<file path="src/rtl/core/rtnh_pkg.sv">
package rtnh_pkg;

	// Table geometry default
	localparam int TABLE_ENTRIES_DEF = 16;

	// Field widths
	localparam int MODE_W = 2;
	localparam int ADDR_W = 16;
	localparam int HOPS_W = 8;

	// Operation codes
	localparam logic [MODE_W-1:0] MODE_LOOKUP = 2'd0;
	localparam logic [MODE_W-1:0] MODE_ADD    = 2'd1;
	localparam logic [MODE_W-1:0] MODE_DELETE = 2'd2;

	// Register index of default_next_hop (paddr[2])
	localparam logic REG_DEFAULT_NH = 1'b0;

	// Controller -> datapath commands
	typedef struct packed {
		logic cap;        // latch the accepted item
		logic srch;       // register match / free search
		logic exec;       // table update and entry read
		logic emit_now;   // load result without entry data
		logic emit_read;  // load result from entry read data
	} cmd_t;

	// Datapath -> controller status
	typedef struct packed {
		logic need_read;  // lookup that hit: result comes from the entry store
	} stat_t;

endpackage

</file>
<file path="src/rtl/core/rtnh_ctrl.sv">
module rtnh_ctrl (
	input  logic           clk,
	input  logic           arst_n,
	input  logic           start,
	input  rtnh_pkg::stat_t stat,
	output rtnh_pkg::cmd_t  cmd,
	output logic           busy
);
	import rtnh_pkg::*;

	localparam logic [1:0] ST_IDLE = 2'd0;
	localparam logic [1:0] ST_SRCH = 2'd1;
	localparam logic [1:0] ST_EXEC = 2'd2;
	localparam logic [1:0] ST_RESP = 2'd3;

	logic [1:0] state_q;
	logic [1:0] state_nxt;

	always_comb begin
		state_nxt = state_q;
		cmd = '0;
		unique case (state_q)
			ST_IDLE: begin
				if (start) begin
					cmd.cap = 1'b1;
					state_nxt = ST_SRCH;
				end
			end
			ST_SRCH: begin
				cmd.srch = 1'b1;
				state_nxt = ST_EXEC;
			end
			ST_EXEC: begin
				cmd.exec = 1'b1;
				if (stat.need_read) begin
					state_nxt = ST_RESP;
				end else begin
					cmd.emit_now = 1'b1;
					state_nxt = ST_IDLE;
				end
			end
			ST_RESP: begin
				cmd.emit_read = 1'b1;
				state_nxt = ST_IDLE;
			end
			default: begin
				state_nxt = ST_IDLE;
			end
		endcase
	end

	always_ff @(posedge clk or negedge arst_n) begin
		if (!arst_n) begin
			state_q <= ST_IDLE;
		end else begin
			state_q <= state_nxt;
		end
	end

	assign busy = (state_q != ST_IDLE);

`ifndef ASSERT_OFF
	a_cap_to_srch: assert property (@(posedge clk) disable iff (!arst_n)
		cmd.cap |=> (state_q == ST_SRCH))
		else $error("accepted item did not enter search");
	a_one_emit: assert property (@(posedge clk) disable iff (!arst_n)
		!(cmd.emit_now && cmd.emit_read))
		else $error("two result loads in one cycle");
	a_read_path: assert property (@(posedge clk) disable iff (!arst_n)
		cmd.emit_read |-> $past(cmd.exec))
		else $error("entry-data result without a preceding read");
`endif

endmodule

</file>
<file path="src/rtl/core/rtnh_dp.sv">
module rtnh_dp #(
	parameter int TABLE_ENTRIES = rtnh_pkg::TABLE_ENTRIES_DEF
) (
	input  logic                          clk,
	input  logic                          arst_n,
	input  rtnh_pkg::cmd_t                cmd,
	output rtnh_pkg::stat_t               stat,
	input  logic [rtnh_pkg::MODE_W-1:0]   mode,
	input  logic [rtnh_pkg::ADDR_W-1:0]   dest_addr,
	input  logic [rtnh_pkg::HOPS_W-1:0]   hop_count,
	input  logic [rtnh_pkg::ADDR_W-1:0]   next_hop_in,
	input  logic [rtnh_pkg::ADDR_W-1:0]   default_nh,
	output logic                          done,
	output logic [rtnh_pkg::ADDR_W-1:0]   next_hop_out,
	output logic [rtnh_pkg::HOPS_W-1:0]   hops_out,
	output logic                          hit,
	output logic                          status
);
	import rtnh_pkg::*;

	localparam int IW = $clog2(TABLE_ENTRIES);
	localparam int DW = HOPS_W + ADDR_W;

	// Captured item
	logic [MODE_W-1:0] mode_q;
	logic [ADDR_W-1:0] dest_q;
	logic [HOPS_W-1:0] hops_q;
	logic [ADDR_W-1:0] nh_q;

	// Table: valid bits and destination tags in flops, payload in a memory
	logic [TABLE_ENTRIES-1:0] valid_q;
	logic [ADDR_W-1:0]        tag_q [TABLE_ENTRIES];
	logic [DW-1:0]            mem [TABLE_ENTRIES];
	logic [DW-1:0]            rd_q;

	// Search results
	logic          found_q;
	logic          full_q;
	logic [IW-1:0] match_idx_q;
	logic [IW-1:0] free_idx_q;

	logic [TABLE_ENTRIES-1:0] match_vec;
	logic [TABLE_ENTRIES-1:0] free_oh;
	logic [IW-1:0]            match_idx;
	logic [IW-1:0]            free_idx;

	logic          wr_upd, wr_new, wr_en, del_en;
	logic [IW-1:0] wr_idx;

	logic                done_q;
	logic [ADDR_W-1:0]   res_nh_q;
	logic [HOPS_W-1:0]   res_hops_q;
	logic                res_hit_q;
	logic                res_status_q;

	// Index of the set bit of a one-hot (or empty) vector
	function automatic logic [IW-1:0] oh_enc(input logic [TABLE_ENTRIES-1:0] v);
		logic [IW-1:0] r;
		r = '0;
		for (int i = 0; i < TABLE_ENTRIES; i++) begin
			if (v[i]) begin
				r = r | IW'(i);
			end
		end
		return r;
	endfunction

	always_comb begin
		for (int i = 0; i < TABLE_ENTRIES; i++) begin
			match_vec[i] = valid_q[i] && (tag_q[i] == dest_q);
		end
	end

	// lowest clear valid bit, empty when the table is full
	assign free_oh   = ~valid_q & (valid_q + TABLE_ENTRIES'(1));
	assign match_idx = oh_enc(match_vec);
	assign free_idx  = oh_enc(free_oh);

	always_ff @(posedge clk) begin
		if (cmd.cap) begin
			mode_q <= mode;
			dest_q <= dest_addr;
			hops_q <= hop_count;
			nh_q   <= next_hop_in;
		end
		if (cmd.srch) begin
			found_q     <= |match_vec;
			full_q      <= &valid_q;
			match_idx_q <= match_idx;
			free_idx_q  <= free_idx;
		end
	end

	assign stat.need_read = found_q && (mode_q == MODE_LOOKUP);

	assign wr_upd = cmd.exec && (mode_q == MODE_ADD) && found_q;
	assign wr_new = cmd.exec && (mode_q == MODE_ADD) && !found_q && !full_q;
	assign wr_en  = wr_upd || wr_new;
	assign wr_idx = found_q ? match_idx_q : free_idx_q;
	assign del_en = cmd.exec && (mode_q == MODE_DELETE) && found_q;

	always_ff @(posedge clk or negedge arst_n) begin
		if (!arst_n) begin
			valid_q <= '0;
		end else begin
			for (int i = 0; i < TABLE_ENTRIES; i++) begin
				if (wr_new && (free_idx_q == IW'(i))) begin
					valid_q[i] <= 1'b1;
				end else if (del_en && (match_idx_q == IW'(i))) begin
					valid_q[i] <= 1'b0;
				end
			end
		end
	end

	always_ff @(posedge clk) begin
		for (int i = 0; i < TABLE_ENTRIES; i++) begin
			if (wr_new && (free_idx_q == IW'(i))) begin
				tag_q[i] <= dest_q;
			end
		end
	end

	always_ff @(posedge clk) begin
		if (wr_en) begin
			mem[wr_idx] <= {hops_q, nh_q};
		end
		if (cmd.exec) begin
			rd_q <= mem[match_idx_q];
		end
	end

	always_ff @(posedge clk) begin
		if (cmd.emit_read) begin
			res_hops_q   <= rd_q[DW-1:ADDR_W];
			res_nh_q     <= rd_q[ADDR_W-1:0];
			res_hit_q    <= 1'b1;
			res_status_q <= 1'b0;
		end else if (cmd.emit_now) begin
			res_hops_q   <= '0;
			res_nh_q     <= (mode_q == MODE_LOOKUP) ? default_nh : '0;
			res_hit_q    <= found_q && ((mode_q == MODE_ADD) || (mode_q == MODE_DELETE));
			res_status_q <= (mode_q == MODE_ADD) && !found_q && full_q;
		end
	end

	always_ff @(posedge clk or negedge arst_n) begin
		if (!arst_n) begin
			done_q <= 1'b0;
		end else begin
			done_q <= cmd.emit_now || cmd.emit_read;
		end
	end

	assign done         = done_q;
	assign next_hop_out = res_nh_q;
	assign hops_out     = res_hops_q;
	assign hit          = res_hit_q;
	assign status       = res_status_q;

`ifndef ASSERT_OFF
	a_no_dup: assert property (@(posedge clk) disable iff (!arst_n)
		cmd.srch |-> $onehot0(match_vec))
		else $error("destination held by more than one entry");
	a_full_no_free: assert property (@(posedge clk) disable iff (!arst_n)
		cmd.srch |-> ((&valid_q) == (free_oh == '0)))
		else $error("free-slot search disagrees with full flag");
	a_hit_status: assert property (@(posedge clk) disable iff (!arst_n)
		done_q |-> !(res_hit_q && res_status_q))
		else $error("result both hit and dropped");
`endif

endmodule

</file>
<file path="src/rtl/core/route_table_next_hop.sv">
// route_table_next_hop: small next-hop routing table with a default route.
//
// Command channel: present mode/dest_addr/hop_count/next_hop_in with start;
// the item is taken on the clock edge where start is high and busy is low.
// Modes: lookup (next hop and hop count, or the default next hop on a
// miss), add/update (update the matching entry, else fill the lowest free
// entry, else drop and set status), delete (clear the matching entry).
// Result channel: done is high for exactly one cycle with next_hop_out,
// hops_out, hit and status valid in that cycle. The receiver cannot stall;
// results stay on the ports until the next item overwrites them.
// Sequence: the controller steps through search and execute, and for lookup
// hits through a respond state for the registered read of the entry payload
// memory; done is registered from the last of these. busy drops with done,
// so a new item is taken only after the result of the previous one; the
// search / update / respond sequence of the controller paces the items.
// Configuration: APB register 0 (paddr[2] = 0, byte addresses 0 to 3) holds
// default_next_hop in bits 15:0; writes with paddr[2] set are ignored. pready is tied high.
// Reset: all entries invalid, default_next_hop = 0, controller idle.
module route_table_next_hop #(
	parameter int TABLE_ENTRIES = rtnh_pkg::TABLE_ENTRIES_DEF
) (
	input  logic                        clk,
	input  logic                        arst_n,
	// command channel
	input  logic                        start,
	output logic                        busy,
	input  logic [rtnh_pkg::MODE_W-1:0] mode,
	input  logic [rtnh_pkg::ADDR_W-1:0] dest_addr,
	input  logic [rtnh_pkg::HOPS_W-1:0] hop_count,
	input  logic [rtnh_pkg::ADDR_W-1:0] next_hop_in,
	// result channel
	output logic                        done,
	output logic [rtnh_pkg::ADDR_W-1:0] next_hop_out,
	output logic [rtnh_pkg::HOPS_W-1:0] hops_out,
	output logic                        hit,
	output logic                        status,
	// APB configuration port
	input  logic                        psel,
	input  logic                        penable,
	input  logic                        pwrite,
	input  logic [2:0]                  paddr,
	input  logic [31:0]                 pwdata,
	output logic [31:0]                 prdata,
	output logic                        pready
);
	import rtnh_pkg::*;

	cmd_t  cmd;
	stat_t stat;

	logic [ADDR_W-1:0] default_nh_q;
	logic              cfg_wr;

	// register write on the APB access phase
	assign pready = 1'b1;
	assign cfg_wr = psel && penable && pwrite && pready;

	always_ff @(posedge clk or negedge arst_n) begin
		if (!arst_n) begin
			default_nh_q <= '0;
		end else if (cfg_wr && (paddr[2] == REG_DEFAULT_NH)) begin
			default_nh_q <= pwdata[ADDR_W-1:0];
		end
	end

	// read-back; unmapped address reads as zero
	assign prdata = (paddr[2] == REG_DEFAULT_NH) ? {{(32-ADDR_W){1'b0}}, default_nh_q} : '0;

	rtnh_ctrl u_ctrl (
		.clk    (clk),
		.arst_n (arst_n),
		.start  (start),
		.stat   (stat),
		.cmd    (cmd),
		.busy   (busy)
	);

	rtnh_dp #(
		.TABLE_ENTRIES (TABLE_ENTRIES)
	) u_dp (
		.clk          (clk),
		.arst_n       (arst_n),
		.cmd          (cmd),
		.stat         (stat),
		.mode         (mode),
		.dest_addr    (dest_addr),
		.hop_count    (hop_count),
		.next_hop_in  (next_hop_in),
		.default_nh   (default_nh_q),
		.done         (done),
		.next_hop_out (next_hop_out),
		.hops_out     (hops_out),
		.hit          (hit),
		.status       (status)
	);

`ifndef ASSERT_OFF
	a_done_idle: assert property (@(posedge clk) disable iff (!arst_n)
		done |-> !busy)
		else $error("result strobe while an item is still in work");
	a_done_after_work: assert property (@(posedge clk) disable iff (!arst_n)
		done |-> $past(busy))
		else $error("result strobe without an item in work");
	a_done_pulse: assert property (@(posedge clk) disable iff (!arst_n)
		done |=> !done)
		else $error("result strobe longer than one cycle");
	a_accept_busy: assert property (@(posedge clk) disable iff (!arst_n)
		(start && !busy) |=> busy)
		else $error("accepted item did not raise busy");
`endif

endmodule
</file>
<file path="config.mk">
export PLATFORM = sky130hd
export DESIGN_NAME = route_table_next_hop
export DESIGN_NICKNAME = d
export VERILOG_FILES = /design/src/rtl/core/rtnh_pkg.sv /design/src/rtl/core/rtnh_ctrl.sv /design/src/rtl/core/rtnh_dp.sv /design/src/rtl/core/route_table_next_hop.sv
export SDC_FILE = /design/constraint.sdc
export NUM_CORES = 1
export LEC_CHECK = 0
export ABC_AREA = 1
export BUFFER_PORTS_ARGS = -buffer_cell sky130_fd_sc_hd__buf_2
export CORE_ASPECT_RATIO = 1.1
export CORE_MARGIN = 2
export CORE_UTILIZATION = 35
export DETAILED_ROUTE_END_ITERATION = 16
export PLACE_DENSITY = 0.56
export SYNTH_ARGS = -nofsm -noshare
export SYNTH_HDL_FRONTEND = slang
export SYNTH_HIERARCHICAL = 1
export SYNTH_SLANG_ARGS = --single-unit
</file>
<file path="constraint.sdc">
create_clock -name clk -period 3.35 [get_ports clk]
set_input_delay 0 -clock clk [delete_from_list [all_inputs] [get_ports clk]]
set_output_delay 0 -clock clk [all_outputs]
set_load 0.01 [all_outputs]
</file>
Yosys cells after proc, flatten, opt, wreduce, memory -nomap -nowiden. Memories as Yosys holds them, arrays and structs flattened. A register that Yosys moved wholly into a read port is not among the register bits. Index checks and enable logic that the tools add are counted.

Flip-flop bits (word level): 113. Latch bits: 0. Bits in writable memories: 640. Memory bits (read-only): 0. Input bits: 83. Output and inout bits: 61. Logic and storage cells: 357. Memories kept: 2.

$add $sub $neg: 1. $mul: 0. Divide/modulo/power cells: 0. Order comparisons: 0. Equality and inequality tests: 52. Shift-type cells: 0. Mux-type cells: 151. Bitwise operators: 3. Reductions and logical operators: 111.

Memory list: u_dp.mem (words 16, width 24, read ports 1, clocked after Yosys merged registers in 1, wr ports 1, line rtnh_dp.sv:33) `logic [DW-1:0] mem [TABLE_ENTRIES];`; u_dp.tag_q (words 16, width 16, read ports 16, clocked after Yosys merged registers in 0, wr ports 1, line rtnh_dp.sv:32) `logic [ADDR_W-1:0] tag_q [TABLE_ENTRIES];`.

Operators with widths (count): two-way mux 16 bit (19); == test 16 bit (16); OR reduction 16 bit (16); two-way mux 1 bit (90); two-way mux 4 bit (22); == test 4 bit, second input constant (16); logical AND 1 bit (61); nonzero test 2 bit (18); == test 4 x 3 -> 1 bit, second input constant (8); two-way mux 3 bit (8); two-way mux 2 bit (9); adder 16 x 1 -> 16 bit, second input constant (1); bitwise AND 16 bit (1); == test 4 x 2 -> 1 bit, second input constant (4); two-way mux 8 bit (2); inverter 16 bit (1); AND reduction 16 bit (1); OR reduction 8 bit (2); == test 4 x 1 -> 1 bit, second input constant (2); logical NOT 4 bit (2); one-hot mux 2 bit (4 select lines) (1); OR reduction 4 bit (2); == test 2 bit, second input constant (3); == test 2 x 1 -> 1 bit, second input constant (2); 6 further kinds (11).

Longest topological paths before layout. Gate-level depths: netlist of run 1.

Depth after elaboration: 26. Depth in mapped cells: 14. Mapped depth without buffers: 12.

Cells and area by module. Netlist of run 1, hierarchy kept.

By module, submodules not included: rtnh_dp (instances 1, cells an instance 2556, area an instance 31141.1 sq um, sequential area each 22686.8 sq um); route_table_next_hop (instances 1, cells an instance 125, area an instance 938.4 sq um, sequential area each 400.4 sq um); rtnh_ctrl (instances 1, cells an instance 17, area an instance 108.9 sq um, sequential area each 50.0 sq um).

Least setup slack after synthesis of run 1. No wires, ideal clock.

Path type: reg2reg. Start point: register u_ctrl.state_q[0]. End point: memory u_dp/mem[0][0] (netlist name) (enable). Setup time: 0.405 ns. Data arrival time: 3.221 ns. Required time: 2.945 ns. Setup slack: -0.276 ns. Cell stages (with the launch flop): 6. Buffers on the path: 0. Clock period less this slack: 3.626 ns. Path through: dfrtp_1 -> nor2_1 -> nand2_1 -> a21oi_1 -> nand3_1 -> nor2_1.

RTL lines: start, declared (line rtnh_ctrl.sv:16) `logic [1:0] state_q;`; start signal, assigned (line rtnh_ctrl.sv:56) `state_q <= state_nxt;`; end, declared (line rtnh_dp.sv:33).

Worst setup path after layout of run 1.
Start point: register u_dp.found_q. End point: memory u_dp/mem[0][8] (netlist name) (enable).

Word-level cells in the longest chain between the ends: 6. Elaborated cells between the ends (all ways): 8. Classes of those cells: mux: 3; reduce/logical: 5.

Ends and longest elaborated chain: start, declared (line rtnh_dp.sv:37) `logic found_q;`; start signal, assigned (line rtnh_dp.sv:87) `found_q <= |match_vec;`; logical NOT 1 bit (line rtnh_dp.sv:97) `assign wr_new = cmd.exec && (mode_q == MODE_ADD) && !found_q && !full_q;`; logical AND 1 bit (2 in a row) (line rtnh_dp.sv:97); logical OR 1 bit (line rtnh_dp.sv:98) `assign wr_en = wr_upd || wr_new;`; two-way mux 1 bit (line rtnh_dp.sv:125) `if (wr_en) begin`; two-way mux 1 bit (not written as such) (line rtnh_dp.sv:126) `mem[wr_idx] <= {hops_q, nh_q};`.

Parallel ways exist; a longest one is shown, timed or not.

==> flow_summary.ini, run 1 <==
[status]
status = complete, no violations

[synth]
yosys.area_share.simple = 0.167
yosys.area.top_type = edfxtp_1
yosysTopAreaCellShare = 0.690
yosysUniqueCellTypes = 39
synth_compound_area_frac = 0.0452
synth-edff-count = 740
synth.avg_cell_area_um2 = 11.9
ys_seq_area_frac = 0.719
ys_seq_elements = 777
synth_xor_area_frac = 0.0163
yosys_warnings = 6
synth_top_family_by_area = simple AND/OR/NAND/NOR gates
synthAdderAreaFrac = 0.00117
synthMuxAreaShare = 0
syn-cell-area_um2 = 32200
synth-main-ff-cell = edfxtp_1
synthCells = 2698
async_flop_share = 0.0450
synth.area.top_cells = edfxtp_1 69%, nand2_1 7.5%, nand3_1 5.6%

[worst_setup_path]
rrSetupSlack_ns = 0.60
crit_path_max_fanout = 14
slowest_delay_ns = 0.57
cp_slowest_cell = nor2_4
worstPathRequired_ns = 3.68
r2r-end = u_dp/mem[0][8]
cp-end-kind = flip-flop
endpoint = u_dp/mem[0][8]
crit_type = flip-flop to flip-flop
crit_chain = inv_1 > o21ai_0 > nand3_1 > nor2_4 > buf_12
startpoint_type = flip-flop
crit_arrival_ns = 3.08
reg2reg_depth = 5
critPathLaunch = u_dp/found_q
timing.rr.start = u_dp/found_q

[sta]
final-max-slew-violation-count = 0
skew_ns = 0.0207
max_freq_ghz = 0.363
worst_pin_slew_ns = 1.10
layout_setup_ws_ns = 0.597
post-route-min-period_ns = 2.75
final-hold-violation-count = 0
finalCritPeriodShare = 0.822
rsz0062_at_grt = no
fin_tns_setup_ns = 0
slew_headroom = 0.270
setup_viol_count_final = 0

[routing]
antenna_left = 0
drt-total-wl_um = 86800
drc = 0
dr.pass1.iters = 6
viasPerCell = 5.02
vias = 21000
first_iter_violations = 1907
wl_per_cell_um = 20.8

[placement]
portBuffers = 108
dp_hpwl_um = 50000
dp_slack_ns = 0.610
gp_congestion = 0.814

[global_route]
grt_max_degree = 197
gr-total-overflow = 0
grt_pass1_wl_um = 127000
first_global_vias = 20100
grt_antenna_before_repair = 2
grt_usage = 0.182

[clock_tree]
cts_sinks = 777
cts_setup_buffers = 0
cts_tree = done
clock_latency_ns = 0.63
cts_resized = 0
cts_max_level = 3
clk_pin_slew_worst_paths_ns = 0.06
cts.path.max_buffers = 3
clock-root-buffer = clkbuf_16
cts_buffers = 80

[cells_and_area]
layout.nets = 3018
layout-drive-gt1-share = 0.111
final_cell_mix = 740 x edfxtp_1, 639 x nand2_1, 360 x nand3_1
finish.utilization = 0.414
syn2layout_area_growth_pct = 16.9
final_common_cell = edfxtp_1

[worst_hold_path]
min_path_type = input port to asynchronous set/reset pin

[power]
pwr_density_cell_nw_per_um2 = 656
ir_drop_mv = 0.460
power.total_w = 0.0247
p_leak_nw = 14.0

[job]
cap_viol_max_count = 0

[floorplan]
die_x_um = 293
rows = 116
die-area_um2 = 94400
fp.dieH_um = 322
ios = 144
start_util = 0.354
core_area_um2 = 91000
state kept, by name (all words and copies together) (netlist names):
signal,cells
default_nh_q,16
u_ctrl/state_q,2
u_dp/dest_q,16
u_dp/done,1
u_dp/found_q,1
u_dp/free_idx_q,4
u_dp/full_q,1
u_dp/hit,1
u_dp/hops_out,8
u_dp/hops_q,8
u_dp/match_idx_q,4
u_dp/mem,384
u_dp/mode_q,2
u_dp/next_hop_out,16
u_dp/nh_q,16
u_dp/rd_q,24
u_dp/status,1
u_dp/tag_q,256
u_dp/valid_q,16
cells by family after synthesis:
group | Yosys count
DFF | 777
adders and majority gates | 3
AOI/OAI and AO/OA | 234
buffers and inverters | 355
other | 2
xor gates and xnor gates | 60
and+or+nand+nor | 1267
where the power goes:
group          leakage [nW]  internal, W  total [W]  switching, W
Sequential             7.18       0.0116     0.0123      0.000627
Combinational          5.71      0.00120    0.00429       0.00309
Clock                  1.15      0.00446    0.00812       0.00366
cell type report:
cell class                      instances  area, µm²
Sequential cell                       777      23100
Inverter                              215        813
Clock inverter                         40        245
Clock buffer                          103       2110
Antenna cell                            1       2.50
Tap cell                             1180       1480
Timing Repair Buffer                  277       2250
Fill cell                            8417      53400
Multi-Input combinational cell       1581       7600
stage by stage:
step	instances	hold slack (ns)	instance area (µm²)
2_1_floorplan	2713	-0.296	32200
3_3_place_gp	3938	0.177	34400
3_5_place_dp	3938	0.178	34400
4_1_cts	4173	0.0365	37600
5_1_grt	4173	0.0502	37600
6_report	4174	0.00692	37600
critical path, delay by kind of cell (launching register included):
family	cells	cell delay [ns]
buf+inv	2	0.40
compound gates	1	0.48
simple gates	2	1.03
flops	1	0.54
layer usage:
metal / up-vias / wire [µm] / track usage
met5: - / 0 / 0
met4: 0 / 2970 / 0.0696
met3: 147 / 5280 / 0.0272
met2: 624 / 42300 / 0.306
met1: 10300 / 36200 / 0.237
li1: 9855 / - / -
synth_stat cells (all sizes together), types with 31 or more instances:
cell and n:
edfxtp 740, a22oi 96, nand3 360, dfrtp 35, buf 101, xor2 58
nor2 198, clkbuf 39, nor3 31, nand2 640, o21ai 111, inv 213
timing repair:
action / CTS / global route
hold buffers: 92 / 0
setup endpoints to repair: 0 / 0
endpoints found under the hold margin: 94 / 0
how the worst min path moves through the flow:
stage / cells past startpoint / from / to / slack (ns)
2_1_floorplan: 0 / arst_n / default_nh_q[0] / -0.30
3_3_place_gp: 1 / next_hop_in[8] / u_dp/nh_q[8] / 0.18
3_5_place_dp: 1 / arst_n / u_dp/done / 0.18
4_1_cts: 2 / arst_n / u_dp/done / 0.04
5_1_grt: 2 / hop_count[0] / u_dp/hops_q[0] / 0.05
6_report: 2 / arst_n / u_dp/done / 0.007
Power figures use the tool's default switching activity.
==> run 2: changes to the inputs <==
--- a/config.mk
+++ b/config.mk
@@ -11,7 +11,7 @@
 export CORE_MARGIN = 2
 export CORE_UTILIZATION = 35
 export DETAILED_ROUTE_END_ITERATION = 16
-export PLACE_DENSITY = 0.56
+export PLACE_DENSITY = 0.54
 export SYNTH_ARGS = -nofsm -noshare
 export SYNTH_HDL_FRONTEND = slang
 export SYNTH_HIERARCHICAL = 1
==> constraint.sdc (replaced) <==
create_clock -name clk -period 2.6 [get_ports clk]
set_input_delay 0 -clock clk [delete_from_list [all_inputs] [get_ports clk]]
set_output_delay 0 -clock clk [all_outputs]
set_load 0.01 [all_outputs]
==> flow_summary.ini, run 2 (synthesis gave the netlist of run 1 again) <==
[sta]
finalCritPeriodShare = 0.913
slew_headroom = 0.412
final-hold-violation-count = 0
setup_viol_count_final = 0
skew_ns = 0.0249
max_freq_ghz = 0.421
post-route-min-period_ns = 2.37
final-max-slew-violation-count = 0
worst_pin_slew_ns = 0.882
whs_ns = 0.00912
fin_tns_setup_ns = 0
rsz0062_at_grt = no

[status]
status = complete, no violations

[routing]
wl_met1_um = 37100
wl_met3_um = 4070
first_iter_violations = 1842
antenna_left = 0
dr.pass1.iters = 6
drc = 0
topRoutingLayerUsed = met4
viasPerCell = 5.08
wl_per_cell_um = 21.1
vias = 21400
route.met2.wl_um = 45100
drt-total-wl_um = 88600

[placement]
portBuffers = 108
dp_hpwl_um = 51500
gp_congestion = 0.857

[cells_and_area]
layout.nets = 3049
final_common_cell = edfxtp_1
final_cell_mix = 740 x edfxtp_1, 639 x nand2_1, 360 x nand3_1
largest_reg_flops = 384
top_regs = u_dp/mem x384, u_dp/tag_q x256, u_dp/rd_q x24
num_antenna_cells = 0
syn2layout_area_growth_pct = 18.5
layout-drive-gt1-share = 0.127
regMostFlops = u_dp/mem

[floorplan]
die_x_um = 293
rows = 116
ios = 144
start_util = 0.354
core_area_um2 = 91000
die-area_um2 = 94400
fp.dieH_um = 322

[global_route]
gr-total-overflow = 0
grt_max_degree = 119
grt_usage = 0.187
first_global_vias = 21000
grt_antenna_before_repair = 2
grt_pass1_wl_um = 132000

[worst_setup_path]
cp_common_cell = nand2_1
crit_type = flip-flop to flip-flop
cp-end-kind = flip-flop
cp_slowest_cell = inv_1
timing.rr.start = u_dp/dest_q[5]
crit_arrival_ns = 2.73
slowest_delay_ns = 0.47
reg2reg_depth = 13
crit_chain = inv_1 > buf_4 > nand2_1 > o21ai_0 > nor2_1 > nand2_1 > nor2_1 > nand3_1 > nand2_1 > clkinv_2 > nand2_1 > nor2_2 > nand2_1
crit_path_max_fanout = 11
startpoint_type = flip-flop
rrSetupSlack_ns = 0.23
worstPathRequired_ns = 2.96
r2r-end = u_dp/found_q

[clock_tree]
cts_max_level = 3
cts_setup_buffers = 0
clock_latency_ns = 0.63
clk_pin_slew_worst_paths_ns = 0.06
cts_tree = done
cts_sinks = 777
cts.path.max_buffers = 3
cts_resized = 0
cts_buffers = 81
clock-root-buffer = clkbuf_16

[power]
pwr_density_cell_nw_per_um2 = 856
ir_drop_mv = 0.596
p_leak_nw = 14.3

[worst_hold_path]
min_path_type = input port to asynchronous set/reset pin

[job]
cap_viol_max_count = 0
run 2: changes by cell type in the layout (fill, tap and decap cells not counted), moves of 3 or more:
cell,delta
clkbuf_8,+3
clkinv_8,-3
clkinv_1,-3
nor2_1,-12
buf_12,+6
buf_4,+24
nor2_2,+12
bufinv_16,+5
clkinv_2,-3
run 2: routing by layer:
| layer | GRT usage | vias up |
|---|---|---|
| li1 | - | 9928 |
| met1 | 0.238 | 10700 |
| met2 | 0.330 | 620 |
| met3 | 0.0246 | 147 |
| met4 | 0.0605 | 0 |
| met5 | 0 | - |
run 2: cell type report:
| cell class | count | area [µm²] |
|---|---|---|
| fillers | 8344 | 52900 |
| flip-flops and latches | 777 | 23100 |
| multi-input cells | 1581 | 7630 |
| repair buffers | 307 | 2550 |
| clock buffers | 107 | 2200 |
| well taps | 1180 | 1480 |
| inverters | 215 | 813 |
| clock inverters | 41 | 340 |
run 2: how the worst max path moves through the flow:
stage / from / to / slack [ns] / cells after the start
floorplan: u_ctrl/state_q[0] / u_dp/mem[0][0] / 0.03 / 5
global placement: u_dp/mode_q[1] / u_dp/mem[7][20] / 0.25 / 7
detailed placement: u_dp/dest_q[5] / u_dp/found_q / 0.21 / 13
CTS: u_dp/dest_q[5] / u_dp/found_q / 0.19 / 13
global route: u_dp/found_q / u_dp/mem[13][4] / 0.08 / 6
finish: u_dp/dest_q[5] / u_dp/found_q / 0.23 / 13
run 2: report_power, final:
part / internal [W] / total [W] / switching [W]
Sequential: 0.0150 / 0.0158 / 0.000794
Combinational: 0.00164 / 0.00570 / 0.00405
Clock: 0.00644 / 0.0112 / 0.00472
run 2: stage by stage:
| step | utilization | area [µm²] | setup slack (ns) | std cells | total power, W |
|---|---|---|---|---|---|
| floorplan | - | 32300 | 0.0308 | 2713 | 0.0191 |
| global placement | 0.381 | 34700 | 0.248 | 3968 | 0.0216 |
| detailed placement | 0.381 | 34700 | 0.213 | 3968 | 0.0216 |
| CTS | 0.419 | 38200 | 0.192 | 4208 | 0.0330 |
| global route | 0.419 | 38200 | 0.0776 | 4208 | 0.0340 |
| finish | 0.419 | 38200 | 0.225 | 4208 | 0.0327 |
run 2: worst max-delay path, delay by kind of cell (launching register included):
kind | cells | cell delay, ns
compound gates | 1 | 0.07
flops | 1 | 0.39
simple gates | 9 | 0.79
buf+inv | 3 | 0.84
run 2: timing repair:
item                                    4_1_cts  5_1_grt
hold endpoints to repair                     94        0
hold buffers                                 92        0
endpoints found under the setup margin        0        0
==> run 3: changes to the inputs <==
--- a/config.mk
+++ b/config.mk
@@ -9,9 +9,9 @@
 export BUFFER_PORTS_ARGS = -buffer_cell sky130_fd_sc_hd__buf_2
 export CORE_ASPECT_RATIO = 1.1
 export CORE_MARGIN = 2
-export CORE_UTILIZATION = 35
+export CORE_UTILIZATION = 60
 export DETAILED_ROUTE_END_ITERATION = 16
-export PLACE_DENSITY = 0.54
+export PLACE_DENSITY = 0.82
 export SYNTH_ARGS = -nofsm -noshare
 export SYNTH_HDL_FRONTEND = slang
 export SYNTH_HIERARCHICAL = 1
==> flow_summary.ini, run 3 (synthesis gave the netlist of run 1 again) <==
[status]
status = complete, no violations

[global_route]
gr-total-overflow = 0
grt_usage = 0.300
first_global_vias = 22400
grt_pass1_wl_um = 125000
grt_antenna_before_repair = 2
grt_max_degree = 79

[clock_tree]
cts.path.max_buffers = 3
cts_tree = done
cts_setup_buffers = 0
cts_sinks = 777
cts_max_level = 3
clock_latency_ns = 0.63
cts_buffers = 76
cts_resized = 0
clock-root-buffer = clkbuf_16
clk_pin_slew_worst_paths_ns = 0.06

[cells_and_area]
finish.utilization = 0.696
syn2layout_area_growth_pct = 15.3
nFillCells = 3280
layout.nets = 3028
final_cell_mix = 740 x edfxtp_1, 639 x nand2_1, 360 x nand3_1
final_common_cell = edfxtp_1
instances_no_fill = 3684
regMostFlops = u_dp/mem
largest_reg_flops = 384
top_regs = u_dp/mem x384, u_dp/tag_q x256, u_dp/rd_q x24
num_antenna_cells = 0
layout-drive-gt1-share = 0.123

[sta]
final-max-slew-violation-count = 0
post-route-min-period_ns = 2.39
worst_pin_slew_ns = 1.27
slew_headroom = 0.154
setup_viol_count_final = 0
skew_ns = 0.0267
max_freq_ghz = 0.419
fin_tns_setup_ns = 0
layout_setup_ws_ns = 0.214
rsz0062_at_grt = no
final-hold-violation-count = 0
finalCritPeriodShare = 0.918

[floorplan]
fp.dieH_um = 247
die-area_um2 = 55500
die_x_um = 225
start_util = 0.603
ios = 144
rows = 89
core_area_um2 = 53300

[power]
p_leak_nw = 14.2
ir_drop_mv = 0.620
pwr_density_cell_nw_per_um2 = 864

[worst_setup_path]
cp_slowest_cell = nand3_1
rrSetupSlack_ns = 0.21
crit_type = flip-flop to flip-flop
cp-end-kind = flip-flop
startpoint_type = flip-flop
worstPathRequired_ns = 2.89
crit_arrival_ns = 2.68
slowest_delay_ns = 0.47
crit_path_max_fanout = 16
crit_chain = inv_1 > ha_1 > nand2_1 > nor2_1 > nand2_1 > inv_1 > nand3_1 > nor2_2 > buf_4

[routing]
viasPerCell = 6.11
dr.pass1.iters = 8
first_iter_violations = 3077
vias = 22500
drc = 0
wl_per_cell_um = 22.5
drt-total-wl_um = 82900
antenna_left = 0

[worst_hold_path]
min_path_type = input port to asynchronous set/reset pin

[job]
cap_viol_max_count = 0

[placement]
gp_congestion = 0.905
numPlacedInstances = 3457
portBuffers = 108
dp_hpwl_um = 46100
dp_slack_ns = 0.300
==> run 3: path summary, 6_finish.rpt <==
kind / start / end / cells past startpoint
setup / recovery: u_dp/mode_q[1] / u_dp/tag_q[1][109] / 9
hold / removal: arst_n / default_nh_q[9] / 2
setup reg to reg: u_dp/mode_q[1] / u_dp/tag_q[1][109] / 9
hold reg to reg: u_dp/rd_q[22] / u_dp/hops_out[6] / 2
max in group asynchronous: arst_n / u_dp/valid_q[4] / 2
min in group clk: psel / default_nh_q[2] / 6
==> run 3: stage by stage <==
stage / power (W) / hold WS, ns / cell area (µm²)
after CTS: 0.0319 / 0.00189 / 37100
final: 0.0321 / 0.0311 / 37100
after global placement: 0.0209 / 0.141 / 33800
after detailed placement: 0.0212 / 0.155 / 33800
after global routing: 0.0331 / 0.0770 / 37100
after floorplan: 0.0191 / -0.296 / 32300
==> run 3: metal layers <==
| layer | share of wire | GRT usage | up-vias |
|---|---|---|---|
| li1 | - | - | 9868 |
| met1 | 0.36 | 0.390 | 10800 |
| met2 | 0.48 | 0.483 | 1600 |
| met3 | 0.12 | 0.0605 | 289 |
| met4 | 0.044 | 0.159 | 4 |
| met5 | 0.00027 | 0 | - |
==> run 3: critical path, delay by kind of cell, from the launching register on <==
family / cells / cell delay (ns)
adder cells (fa/ha/maj): 1 / 0.17
buffers and inverters: 3 / 0.48
flip-flops: 1 / 0.40
AND/OR/NAND/NOR: 5 / 0.99
==> run 3: final cells by class <==
| cell class | instances | area [µm²] | share of cell area |
|---|---|---|---|
| inverter | 215 | 813 | 0.0219 |
| tap | 682 | 853 | 0.0230 |
| timing repair buffer | 291 | 2340 | 0.0630 |
| sequential | 777 | 23100 | 0.623 |
| clock inverter | 44 | 397 | 0.0107 |
| multi-input combinational | 1581 | 7550 | 0.203 |
| clock buffer | 94 | 2030 | 0.0547 |
==> run 3: power by group <==
group	switching, W	internal [W]	total [W]
Combinational	0.00400	0.00157	0.00557
Clock	0.00467	0.00610	0.0108
Sequential	0.000727	0.0150	0.0157
Total	0.00939	0.0227	0.0321
==> run 3: repair_timing <==
action | in CTS | in global routing
setup endpoints to repair | 0 | 0
hold endpoints to repair | 94 | 0
hold buffers | 89 | 0
